`src/hw/rtl/bct_pkg.sv`:
```
`timescale 1ns / 1ps
// ----------------------------------------------------------------------------
// bct_pkg
// Shared types and constants of the barrier count tracker.
// ----------------------------------------------------------------------------
package bct_pkg;

  localparam int ID_W    = 8;
  localparam int SLOT_W  = 6;
  localparam int CNT_W   = 16;
  localparam int PIU_W   = 7;
  localparam int OUT_W   = 9;
  localparam int MODE_W  = 3;

  localparam logic [PIU_W-1:0] PIU_RESET = 7'd32;

  // depth of the request queue between front and back
  localparam int QUEUE_DEPTH = 2;

  localparam logic [MODE_W-1:0] MODE_LOAD     = 3'd0;
  localparam logic [MODE_W-1:0] MODE_MAP      = 3'd1;
  localparam logic [MODE_W-1:0] MODE_WAIT     = 3'd2;
  localparam logic [MODE_W-1:0] MODE_UPDATE   = 3'd3;
  localparam logic [MODE_W-1:0] MODE_TASK_END = 3'd4;

  typedef enum logic [2:0] {
    CMD_LOAD,
    CMD_MAP,
    CMD_WAIT,
    CMD_UPDATE,
    CMD_TASK_END
  } cmd_e;

  typedef enum logic [1:0] {
    STS_OK        = 2'd0,
    STS_NOT_READY = 2'd1,
    STS_COUNT_ERR = 2'd2,
    STS_OVERFLOW  = 2'd3
  } status_e;

  typedef enum logic [3:0] {
    ST_IDLE,
    ST_DISPATCH,
    ST_MAP_RD,
    ST_MAP_EV,
    ST_CW_RD,
    ST_CW_EV,
    ST_CU_RD,
    ST_CU_SL,
    ST_CU_OW,
    ST_DECIDE,
    ST_MW_RD,
    ST_MW_WR,
    ST_MU_RD,
    ST_MU_WR,
    ST_DONE
  } back_state_e;

  typedef struct packed {
    cmd_e              kind;
    logic [ID_W-1:0]   barrier_id;
    logic [SLOT_W-1:0] real_id;
    logic [CNT_W-1:0]  producer_count;
    logic [CNT_W-1:0]  consumer_count;
    logic [CNT_W-1:0]  hit_count;
  } cmd_t;

endpackage

```
`src/hw/rtl/bct_queue.sv`:
```
`timescale 1ns / 1ps
// ----------------------------------------------------------------------------
// bct_queue
// Short command queue decoupling the front from the back.
// ----------------------------------------------------------------------------
module bct_queue (
  input  logic          clk_i,
  input  logic          rst_ni,
  input  logic          push_i,
  input  bct_pkg::cmd_t cmd_i,
  output logic          full_o,
  input  logic          pop_i,
  output logic          valid_o,
  output bct_pkg::cmd_t cmd_o
);
  import bct_pkg::*;

  localparam int PW = $clog2(QUEUE_DEPTH);

  cmd_t          entry_q [QUEUE_DEPTH];
  logic [PW-1:0] wr_ptr_q, wr_ptr_d;
  logic [PW-1:0] rd_ptr_q, rd_ptr_d;
  logic [PW:0]   cnt_q, cnt_d;

  assign full_o  = (cnt_q == (PW+1)'(QUEUE_DEPTH));
  assign valid_o = (cnt_q != '0);
  assign cmd_o   = entry_q[rd_ptr_q];

  always_comb begin
    wr_ptr_d = wr_ptr_q;
    rd_ptr_d = rd_ptr_q;
    cnt_d    = cnt_q;
    if (push_i) begin
      wr_ptr_d = wr_ptr_q + PW'(1);
    end
    if (pop_i) begin
      rd_ptr_d = rd_ptr_q + PW'(1);
    end
    if (push_i && !pop_i) begin
      cnt_d = cnt_q + (PW+1)'(1);
    end else if (pop_i && !push_i) begin
      cnt_d = cnt_q - (PW+1)'(1);
    end
  end

  always_ff @(posedge clk_i or negedge rst_ni) begin
    if (!rst_ni) begin
      wr_ptr_q <= '0;
      rd_ptr_q <= '0;
      cnt_q    <= '0;
    end else begin
      wr_ptr_q <= wr_ptr_d;
      rd_ptr_q <= rd_ptr_d;
      cnt_q    <= cnt_d;
    end
  end

  always_ff @(posedge clk_i) begin
    if (push_i) begin
      entry_q[wr_ptr_q] <= cmd_i;
    end
  end

endmodule

```
`config.mk`:
```
export PLATFORM = sky130hd
export DESIGN_NAME = bct_queue
export DESIGN_NICKNAME = d
export VERILOG_FILES = /design/src/hw/rtl/bct_pkg.sv /design/src/hw/rtl/bct_queue.sv
export SDC_FILE = /design/constraint.sdc
export NUM_CORES = 1
export LEC_CHECK = 0
export BUFFER_PORTS_ARGS = -buffer_cell sky130_fd_sc_hd__buf_2
export CORE_ASPECT_RATIO = 1.2
export CORE_MARGIN = 2
export CORE_UTILIZATION = 56
export DETAILED_ROUTE_END_ITERATION = 6
export HOLD_SLACK_MARGIN = 0.12
export PLACE_DENSITY = 0.82
export SLEW_MARGIN = 10
export SYNTH_ARGS = -nofsm -noshare
export SYNTH_HDL_FRONTEND = slang
export SYNTH_SLANG_ARGS = --single-unit
```
`constraint.sdc`:
```
create_clock -name clk_i -period 9.3 [get_ports clk_i]
set_input_delay 1.86 -clock clk_i [delete_from_list [all_inputs] [get_ports clk_i]]
set_output_delay 1.86 -clock clk_i [all_outputs]
set_load 0.01 [all_outputs]
```
==> results of run 1 <==
[Yosys cell counts]
cell / instances / area (um2)
and2_1: 1 / 6.26
buf_2: 2 / 10.0
buf_6: 5 / 56.3
dfrtp_1: 4 / 100
edfxtp_1: 130 / 3900
ha_1: 1 / 12.5
inv_1: 1 / 3.75
mux2_2: 25 / 282
mux2_4: 40 / 601
nor2_1: 1 / 3.75
nor2b_1: 2 / 12.5
or2_2: 1 / 6.26
xnor2_1: 1 / 8.76
xor2_1: 4 / 35.0
[through the flow]
stage,worst slack (ns),total power [mW]
CTS,5.13,2.02
global placement,5.69,1.41
floorplan,4.09,1.25
detailed placement,5.69,1.42
global route,5.06,2.09
finish,5.17,1.99
[power breakdown]
| group | internal (mW) | switching, mW |
|---|---|---|
| clock | 0.372 | 0.219 |
| combinational | 0.283 | 0.216 |
| sequential | 0.804 | 0.100 |
[per-layer routing]
metal / up-vias / part of all wire / GRT usage
met5: - / 0 / 0
met4: 0 / 0.024 / 0.0824
met3: 15 / 0.067 / 0.0794
met2: 89 / 0.55 / 0.305
met1: 1201 / 0.36 / 0.180
li1: 1164 / - / -
[worst max-delay path by stage]
stage                               startpoint                      end  slack, ns  cells past startpoint
after global routing      rd_ptr_q$_DFFE_PN0P_                cmd_o[44]       5.06                      2
after floorplan                         push_i  entry_q[0][0]$_DFFE_PP_       4.09                      1
after detailed placement  rd_ptr_q$_DFFE_PN0P_                cmd_o[44]       5.69                      2
after global placement    rd_ptr_q$_DFFE_PN0P_                cmd_o[44]       5.69                      2
final                     rd_ptr_q$_DFFE_PN0P_                cmd_o[44]       5.17                      2
after CTS                 rd_ptr_q$_DFFE_PN0P_                cmd_o[44]       5.13                      2
[worst reg2reg max path, cell delays in order, from the launching register on]
cell	delay (ns)
dfrtp_1	0.43
nor2b_4	0.35
buf_4	0.66
[cell type report]
| type | count | area (um2) |
|---|---|---|
| Antenna cell | 1 | 2.50 |
| Inverter | 1 | 3.75 |
| Sequential cell | 134 | 4010 |
| Tap cell | 117 | 146 |
| Fill cell | 558 | 2300 |
| Timing Repair Buffer | 137 | 691 |
| Clock buffer | 18 | 418 |
| Clock inverter | 14 | 116 |
| Multi-Input combinational cell | 76 | 976 |
[flip-flops by register name (all words and copies together) (netlist names)]
signal    flops
cnt_q         2
entry_q     130
rd_ptr_q      1
wr_ptr_q      1
[cells by family after synthesis]
group,Yosys count,share of synthesized area
buffers and inverters,8,0.0139
DFF,134,0.794
and+or+nand+nor,5,0.00571
adders and majority gates,1,0.00248
xor gates and xnor gates,5,0.00869
muxes,65,0.175
[cell usage in the layout (no fill, tap or decap), types with 2 or more instances in the layout]
cell type / netlist / routed
buf_2: 2 / 135
edfxtp_1: 130 / 130
mux2_4: 40 / 40
mux2_2: 25 / 25
clkbuf_16: 0 / 16
clkinv_2: 0 / 6
clkinv_1: 0 / 5
xor2_1: 4 / 4
dfrtp_1: 4 / 3
bufinv_16: 0 / 2
buf_4: 0 / 2
==> out/results.ini, run 1 <==
[status]
outcome=finished, final reports clean

[synthesis]
syn_area_mm2=0.00504
syn_area_per_cell_um2=23.1
ys_seq_area_frac=0.794
ys_seq_elements=134
yosysWarnings=0
syn-num-nets=288
synth_cells=218
synth.distinct_cells=14

[sta]
tightest_slew_ns=1.09
tns_ns=0
skew_ns=0.00282
layout_min_cycle_time_ns=4.13
slew_violations=0
fmax_mhz=242
rsz0062_at_grt=no
finalHoldViolCount=0
fin_hold_ws_ns=0.492
slew_headroom=0.275
final.period_utilization=0.444
setup_viol=0

[critical_path]
crit_chain=mux2_2 > buf_2
crit_slowest_cell=dfrtp_4
cp-end-kind=primary output
critPathArrivalTime_ns=2.27
reg2reg_depth=2
critPathMaxFanout=66
crit_family=flip-flops
rrSetupSlack_ns=7.46
path_buf_inv=1
slowest_delay_ns=1.14
cp_data_required_time_ns=7.44
critPathLaunchType=flop
r2r-end=entry_q[0][15]$_DFFE_PP_
worstReg2RegStart=wr_ptr_q$_DFFE_PN0P_
crit_type=flop to primary output

[run]
maxCapViolations=0

[global_routing]
grt_pass1_vias=2674
grt_max_degree=67
antenna_found_initial=1
grt_pass1_wl_um=12500
grt_usage=0.175
grt_overflow=0

[die]
initial_core_util=0.582
fp-row-count=37
die_w_um=90.6
ios=136
dieArea_mm2=0.00978
die_h_um=108
core_area_mm2=0.00866

[power_and_ir_drop]
powerDensity_mw_per_mm2=313
power_leakage_nw=2.55
vdd_drop_max_v=0.000251

[clock_network]
worstSkewPairLatency_ns=0.50
clk_pin_slew_ns=0.05
cts_made_buffers=17
root_buffer=clkbuf_8
cts_hold_buf=0
ctsLongestPathBuffers=2
h-tree-depth=4
cts_tree=done
cts_resized=0
post_cts_buffers=0
cts.sink_count=134

[worst_hold_path]
min_path_cells=1
hold-path-endpoint=cnt_q[1]$_DFFE_PN0P_
hold_class=flop to flop
hp-start=cnt_q[1]$_DFFE_PN0P_

[cells_and_area]
nNetsFinal=437
drive_above_1_share=0.611
post-route-util=0.735
fin_cells=498
syn_to_final_growth_pct=26.2
fin_area_mm2=0.00636

[drt]
drtIter0Drc=116
drc_errors=0
firstDrtPassIters=4
wire_per_inst_um=16.2
routed_via_density=4.96
wirelength_um=8050
ant_nets=0
vias=2469

[place]
dpl.hpwl_um=5090
gp_congestion=0.698
placed_cells=465
placed_area_mm2=0.00582
portBuffers=135

(Power assumes the default switching activity.)
==> run 2, diff against run 1 <==
--- a/config.mk
+++ b/config.mk
@@ -8,10 +8,10 @@
 export BUFFER_PORTS_ARGS = -buffer_cell sky130_fd_sc_hd__buf_2
 export CORE_ASPECT_RATIO = 1.2
 export CORE_MARGIN = 2
-export CORE_UTILIZATION = 56
+export CORE_UTILIZATION = 52
 export DETAILED_ROUTE_END_ITERATION = 6
 export HOLD_SLACK_MARGIN = 0.12
-export PLACE_DENSITY = 0.82
+export PLACE_DENSITY = 0.77
 export SLEW_MARGIN = 10
 export SYNTH_ARGS = -nofsm -noshare
 export SYNTH_HDL_FRONTEND = slang
==> constraint.sdc (replaced) <==
create_clock -name clk_i -period 3.98 [get_ports clk_i]
set_input_delay 0.796 -clock clk_i [delete_from_list [all_inputs] [get_ports clk_i]]
set_output_delay 0.796 -clock clk_i [all_outputs]
set_load 0.01 [all_outputs]
==> run 2 against run 1 <==
Against the previous run:
- worst setup slack lost 4.0 ns
- register-to-register slack lost 5.1 ns
- routed wire length shrank 0.17%
- sequential share of layout area shrank 0.59 points
- die area grew 7.4%
- first-iteration DRC count grew 19%
- critical path type unchanged
- largest power group unchanged
==> out/results.ini, run 2 (same netlist as run 1, synthesis figures left out) <==
[status]
outcome=finished, final reports clean

[clock_network]
ctsLongestPathBuffers=2
post_cts_buffers=0
cts_resized=0
h-tree-depth=4
cts.sink_count=134
cts_made_buffers=17
cts_tree=done
cts_hold_buf=0
worstSkewPairLatency_ns=0.40
root_buffer=clkbuf_16
clk_pin_slew_ns=0.06

[sta]
tns_ns=0
tightest_slew_ns=0.892
fin_hold_ws_ns=0.188
finalHoldViolCount=0
slew_headroom=0.405
fmax_mhz=353
final.period_utilization=0.712
rsz0062_at_grt=no
slew_violations=0
skew_ns=0.0107
layout_min_cycle_time_ns=2.84
setup_viol=0

[drt]
drc_errors=0
firstDrtPassIters=4
wire_per_inst_um=16.0
routed_via_density=4.90
wirelength_um=8030
vias=2465
wl_met3_um=522
wl_met2_um=4400
drtIter0Drc=138
wl_met1_um=3040
ant_nets=0
highest_layer=met4

[place]
placed_area_mm2=0.00586
portBuffers=135
gp_congestion=0.666
dpl.hpwl_um=5200

[global_routing]
grt_overflow=0
grt_usage=0.158
antenna_found_initial=0
grt_max_degree=66
grt_pass1_vias=2602
grt_pass1_wl_um=12200

[critical_path]
path_buf_inv=2
reg2reg_depth=1
cp_data_required_time_ns=3.18
crit_slowest_cell=dfrtp_4
crit_cells=3
critPathMaxFanout=34
crit_type=flop to primary output
rrSetupSlack_ns=2.37
crit_family=flip-flops
critPathLaunchType=flop
crit_chain=buf_12 > mux2_2 > buf_2
cp-end-kind=primary output
slowest_delay_ns=0.78
critPathArrivalTime_ns=2.04

[cells_and_area]
largest-register=entry_q
syn_to_final_growth_pct=27.4
num_antenna_cells=0
nNetsFinal=437
mostFrequentLayoutCell=buf_2
largest_reg_flops=130
drive_above_1_share=0.613
reg_top3=entry_q (130), cnt_q (2)
fin_area_mm2=0.00642
most-common-layout-cells=buf_2, edfxtp_1, mux2_4

[worst_hold_path]
hold_class=input port to async pin

[die]
fp-row-count=39
ios=136
core_area_mm2=0.00947
die_w_um=93.9
die_h_um=112
dieArea_mm2=0.0105
initial_core_util=0.533

[power_and_ir_drop]
seqPwrFrac=0.431
vdd_drop_max_v=0.000457
clockPowerShare=0.306
p_int_mw=3.46
p_sw_frac=0.267
p_total_mw=4.73
power_leakage_nw=2.56
powerDensity_mw_per_mm2=736
p_comb_frac=0.263
p_sw_mw=1.26

[run]
maxCapViolations=0

run 2: cell count changes in the layout (fill, tap and decap cells not counted), sizes merged:
| cell | change |
|---|---|
| inv | +2 |
| diode | -1 |
| clkinv | -4 |
| clkinvlp | +2 |
run 2: layout make-up:
cell class	count	area, um2
flip-flops and latches	134	4010
repair buffers	137	716
multi-input cells	76	977
clock buffers	18	429
inverters	1	3.75
well taps	123	154
fillers	656	3050
clock inverters	14	134
run 2: power by group through the flow:
stage	Clock [mW]	Combinational (mW)	Sequential, mW
global route	1.54	1.34	2.07
detailed placement	0	1.27	2.07
global placement	0	1.26	2.05
CTS	1.48	1.27	2.04
floorplan	0	0.946	1.97
finish	1.45	1.24	2.04
run 2: final timing paths:
kind | from | end
setup / recovery | rd_ptr_q$_DFFE_PN0P_ | cmd_o[51]
hold / removal | rst_ni | wr_ptr_q$_DFFE_PN0P_
setup reg to reg | wr_ptr_q$_DFFE_PN0P_ | entry_q[1][61]$_DFFE_PP_
hold reg to reg | cnt_q[1]$_DFFE_PN0P_ | cnt_q[1]$_DFFE_PN0P_
max in group asynchronous | rst_ni | rd_ptr_q$_DFFE_PN0P_
min in group clk_i | cnt_q[1]$_DFFE_PN0P_ | cnt_q[1]$_DFFE_PN0P_
run 2: metal layers:
metal | vias up | track usage
met5 | - | 0
met4 | 0 | 0.0667
met3 | 5 | 0.0616
met2 | 87 | 0.272
met1 | 1214 | 0.173
li1 | 1159 | -
run 2: metrics by stage:
step	utilization	setup slack [ns]	instances
after global placement	0.619	1.56	471
after floorplan	-	1.05	218
after CTS	0.678	1.12	503
final	0.678	1.14	503
after global routing	0.678	1.04	503
after detailed placement	0.619	1.56	471
==> run 3, diff against run 2 <==
--- a/config.mk
+++ b/config.mk
@@ -5,6 +5,7 @@
 export SDC_FILE = /design/constraint.sdc
 export NUM_CORES = 1
 export LEC_CHECK = 0
+export ABC_AREA = 1
 export BUFFER_PORTS_ARGS = -buffer_cell sky130_fd_sc_hd__buf_2
 export CORE_ASPECT_RATIO = 1.2
 export CORE_MARGIN = 2
==> constraint.sdc (replaced) <==
create_clock -name clk_i -period 2.75 [get_ports clk_i]
set_input_delay 0.55 -clock clk_i [delete_from_list [all_inputs] [get_ports clk_i]]
set_output_delay 0.55 -clock clk_i [all_outputs]
set_load 0.01 [all_outputs]
==> run 3 against run 2 <==
Against the previous run:
- design area is 0.31% higher
- total power rose by 44%
- clock-buffer cell count up 4
==> out/results.ini, run 3 <==
[sta]
tns_ns=0
final.period_utilization=0.881
finalHoldViolCount=0
rsz0062_at_grt=no
tightest_slew_ns=0.608
fmax_mhz=413
layout_min_cycle_time_ns=2.42
slew_violations=0
skew_ns=0.00658
setup_viol=0
slew_headroom=0.594

[synthesis]
syn-num-nets=297
yosysMostFrequentCell=edfxtp_1
yosysWarnings=0
synth.area.top_cells=edfxtp_1, mux2_4, mux2_2
synth_largest_area_cell=edfxtp_1
syn_area_per_cell_um2=22.3
syn_area_mm2=0.00506
ys_seq_elements=134
async_flop_share=0.0299
synth_ff_type=edfxtp_1
ys_seq_area_frac=0.791
synth_cells=227
synth_common_cells=edfxtp_1, mux2_4, mux2_2
synth_edf_count=130
synth.distinct_cells=14
yosysTopAreaCellShare=0.772

[cells_and_area]
multiInputGateArea_um2=970
mostFrequentLayoutCell=buf_2
fill_cells=656
most-common-layout-cells=buf_2, edfxtp_1, mux2_4
num_antenna_cells=0
nNetsFinal=451
largest_reg_flops=130
reg_top3=entry_q (130), cnt_q (2)
largest-register=entry_q
fin_cells=515
syn_to_final_growth_pct=27.3
regArea_mm2=0.00401
drive_above_1_share=0.584

[drt]
wire_per_inst_um=16.1
firstDrtPassIters=4
drtIter0Drc=110
wirelength_um=8310
routed_via_density=4.91
ant_nets=0
vias=2529
drc_errors=0

[die]
initial_core_util=0.532
dieArea_mm2=0.0105
core_area_mm2=0.00952
ios=136
die_h_um=112
die_w_um=94.0
fp-row-count=39

[clock_network]
cts_made_buffers=17
cts.sink_count=134
post_cts_buffers=0
h-tree-depth=4
cts_hold_buf=1
worstSkewPairLatency_ns=0.39
ctsLongestPathBuffers=2
cts_tree=done
clk_pin_slew_ns=0.05
cts_resized=0
root_buffer=clkbuf_16

[critical_path]
critPathArrivalTime_ns=1.87
cp-end-kind=primary output
reg2reg_depth=2
critPathMaxFanout=24
critPathLaunchType=flop
crit_type=flop to primary output
cp_data_required_time_ns=2.20

[worst_hold_path]
min_path_cells=1
hold_class=input port to flop

[power_and_ir_drop]
power_leakage_nw=2.60
p_total_mw=6.81
vdd_drop_max_v=0.000655
powerDensity_mw_per_mm2=1060

[global_routing]
antenna_found_initial=1
grt_usage=0.166
grt_max_degree=46
grt_pass1_wl_um=12700
grt_pass1_vias=2616
grt_overflow=0

[place]
placed_cells=484
gp_congestion=0.676
portBuffers=135
dpl.hpwl_um=5580

[run]
maxCapViolations=0

[status]
outcome=finished, final reports clean

run 3: cell count changes after synthesis:
cell,before,now
inv_1,1,7
nand2_1,0,6
nor2b_1,2,0
xor2_1,4,2
and2_1,1,0
nand3_1,0,1
nand4_1,0,1
nor2_1,1,2
or2_2,1,0
run 3: logic make-up after synthesis:
group                      Yosys count  synth area share
buffers and inverters               14            0.0183
adders and majority gates            1           0.00247
muxes                               65             0.174
xor gates and xnor gates             3           0.00520
and+or+nand+nor                     10           0.00816
DFF                                134             0.791
run 3: routing by layer:
metal	vias up	wire length, um	GRT usage
li1	1196	-	-
met1	1228	3230	0.181
met2	91	4440	0.282
met3	12	473	0.0523
met4	2	152	0.0928
met5	-	13	0
run 3: worst paths after layout:
path,startpoint,to,slack [ns]
min in group asynchronous,rst_ni,cnt_q[0]$_DFFE_PN0P_,0.50
max in group asynchronous,rst_ni,rd_ptr_q$_DFFE_PN0P_,2.11
min reg2reg,cnt_q[1]$_DFFE_PN0P_,cnt_q[1]$_DFFE_PN0P_,0.48
max reg2reg,wr_ptr_q$_DFFE_PN0P_,entry_q[0][54]$_DFFE_PP_,1.28
max,rd_ptr_q$_DFFE_PN0P_,cmd_o[44],0.33
min,cmd_i[37],entry_q[1][37]$_DFFE_PP_,0.34
run 3: cell type report:
class,count,area share
multi-input combinational,79,0.151
inverter,7,0.00408
clock inverter,8,0.0130
tap,123,0.0239
timing repair buffer,142,0.117
sequential,134,0.622
clock buffer,22,0.0690
run 3: through the flow:
step / setup WS (ns) / hold slack, ns / instance area, um2 / util
2_1_floorplan: 0.0691 / 0.254 / 5060 / -
3_3_place_gp: 0.756 / 0.362 / 5900 / 0.620
3_5_place_dp: 0.733 / 0.364 / 5900 / 0.620
4_1_cts: 0.291 / 0.320 / 6440 / 0.677
5_1_grt: 0.242 / 0.320 / 6440 / 0.677
6_report: 0.327 / 0.341 / 6440 / 0.677
run 3: critical path, cell delays in order, from the launching register on:
cell and delay, ns:
dfrtp_4 0.71, buf_12 0.26, mux2_2 0.35, buf_2 0.14
run 3: where the power goes:
group | internal (mW) | switching, mW | total [mW]
Clock | 1.30 | 0.700 | 2.00
Combinational | 0.992 | 0.893 | 1.88
Sequential | 2.72 | 0.198 | 2.92
Total | 5.02 | 1.79 | 6.81
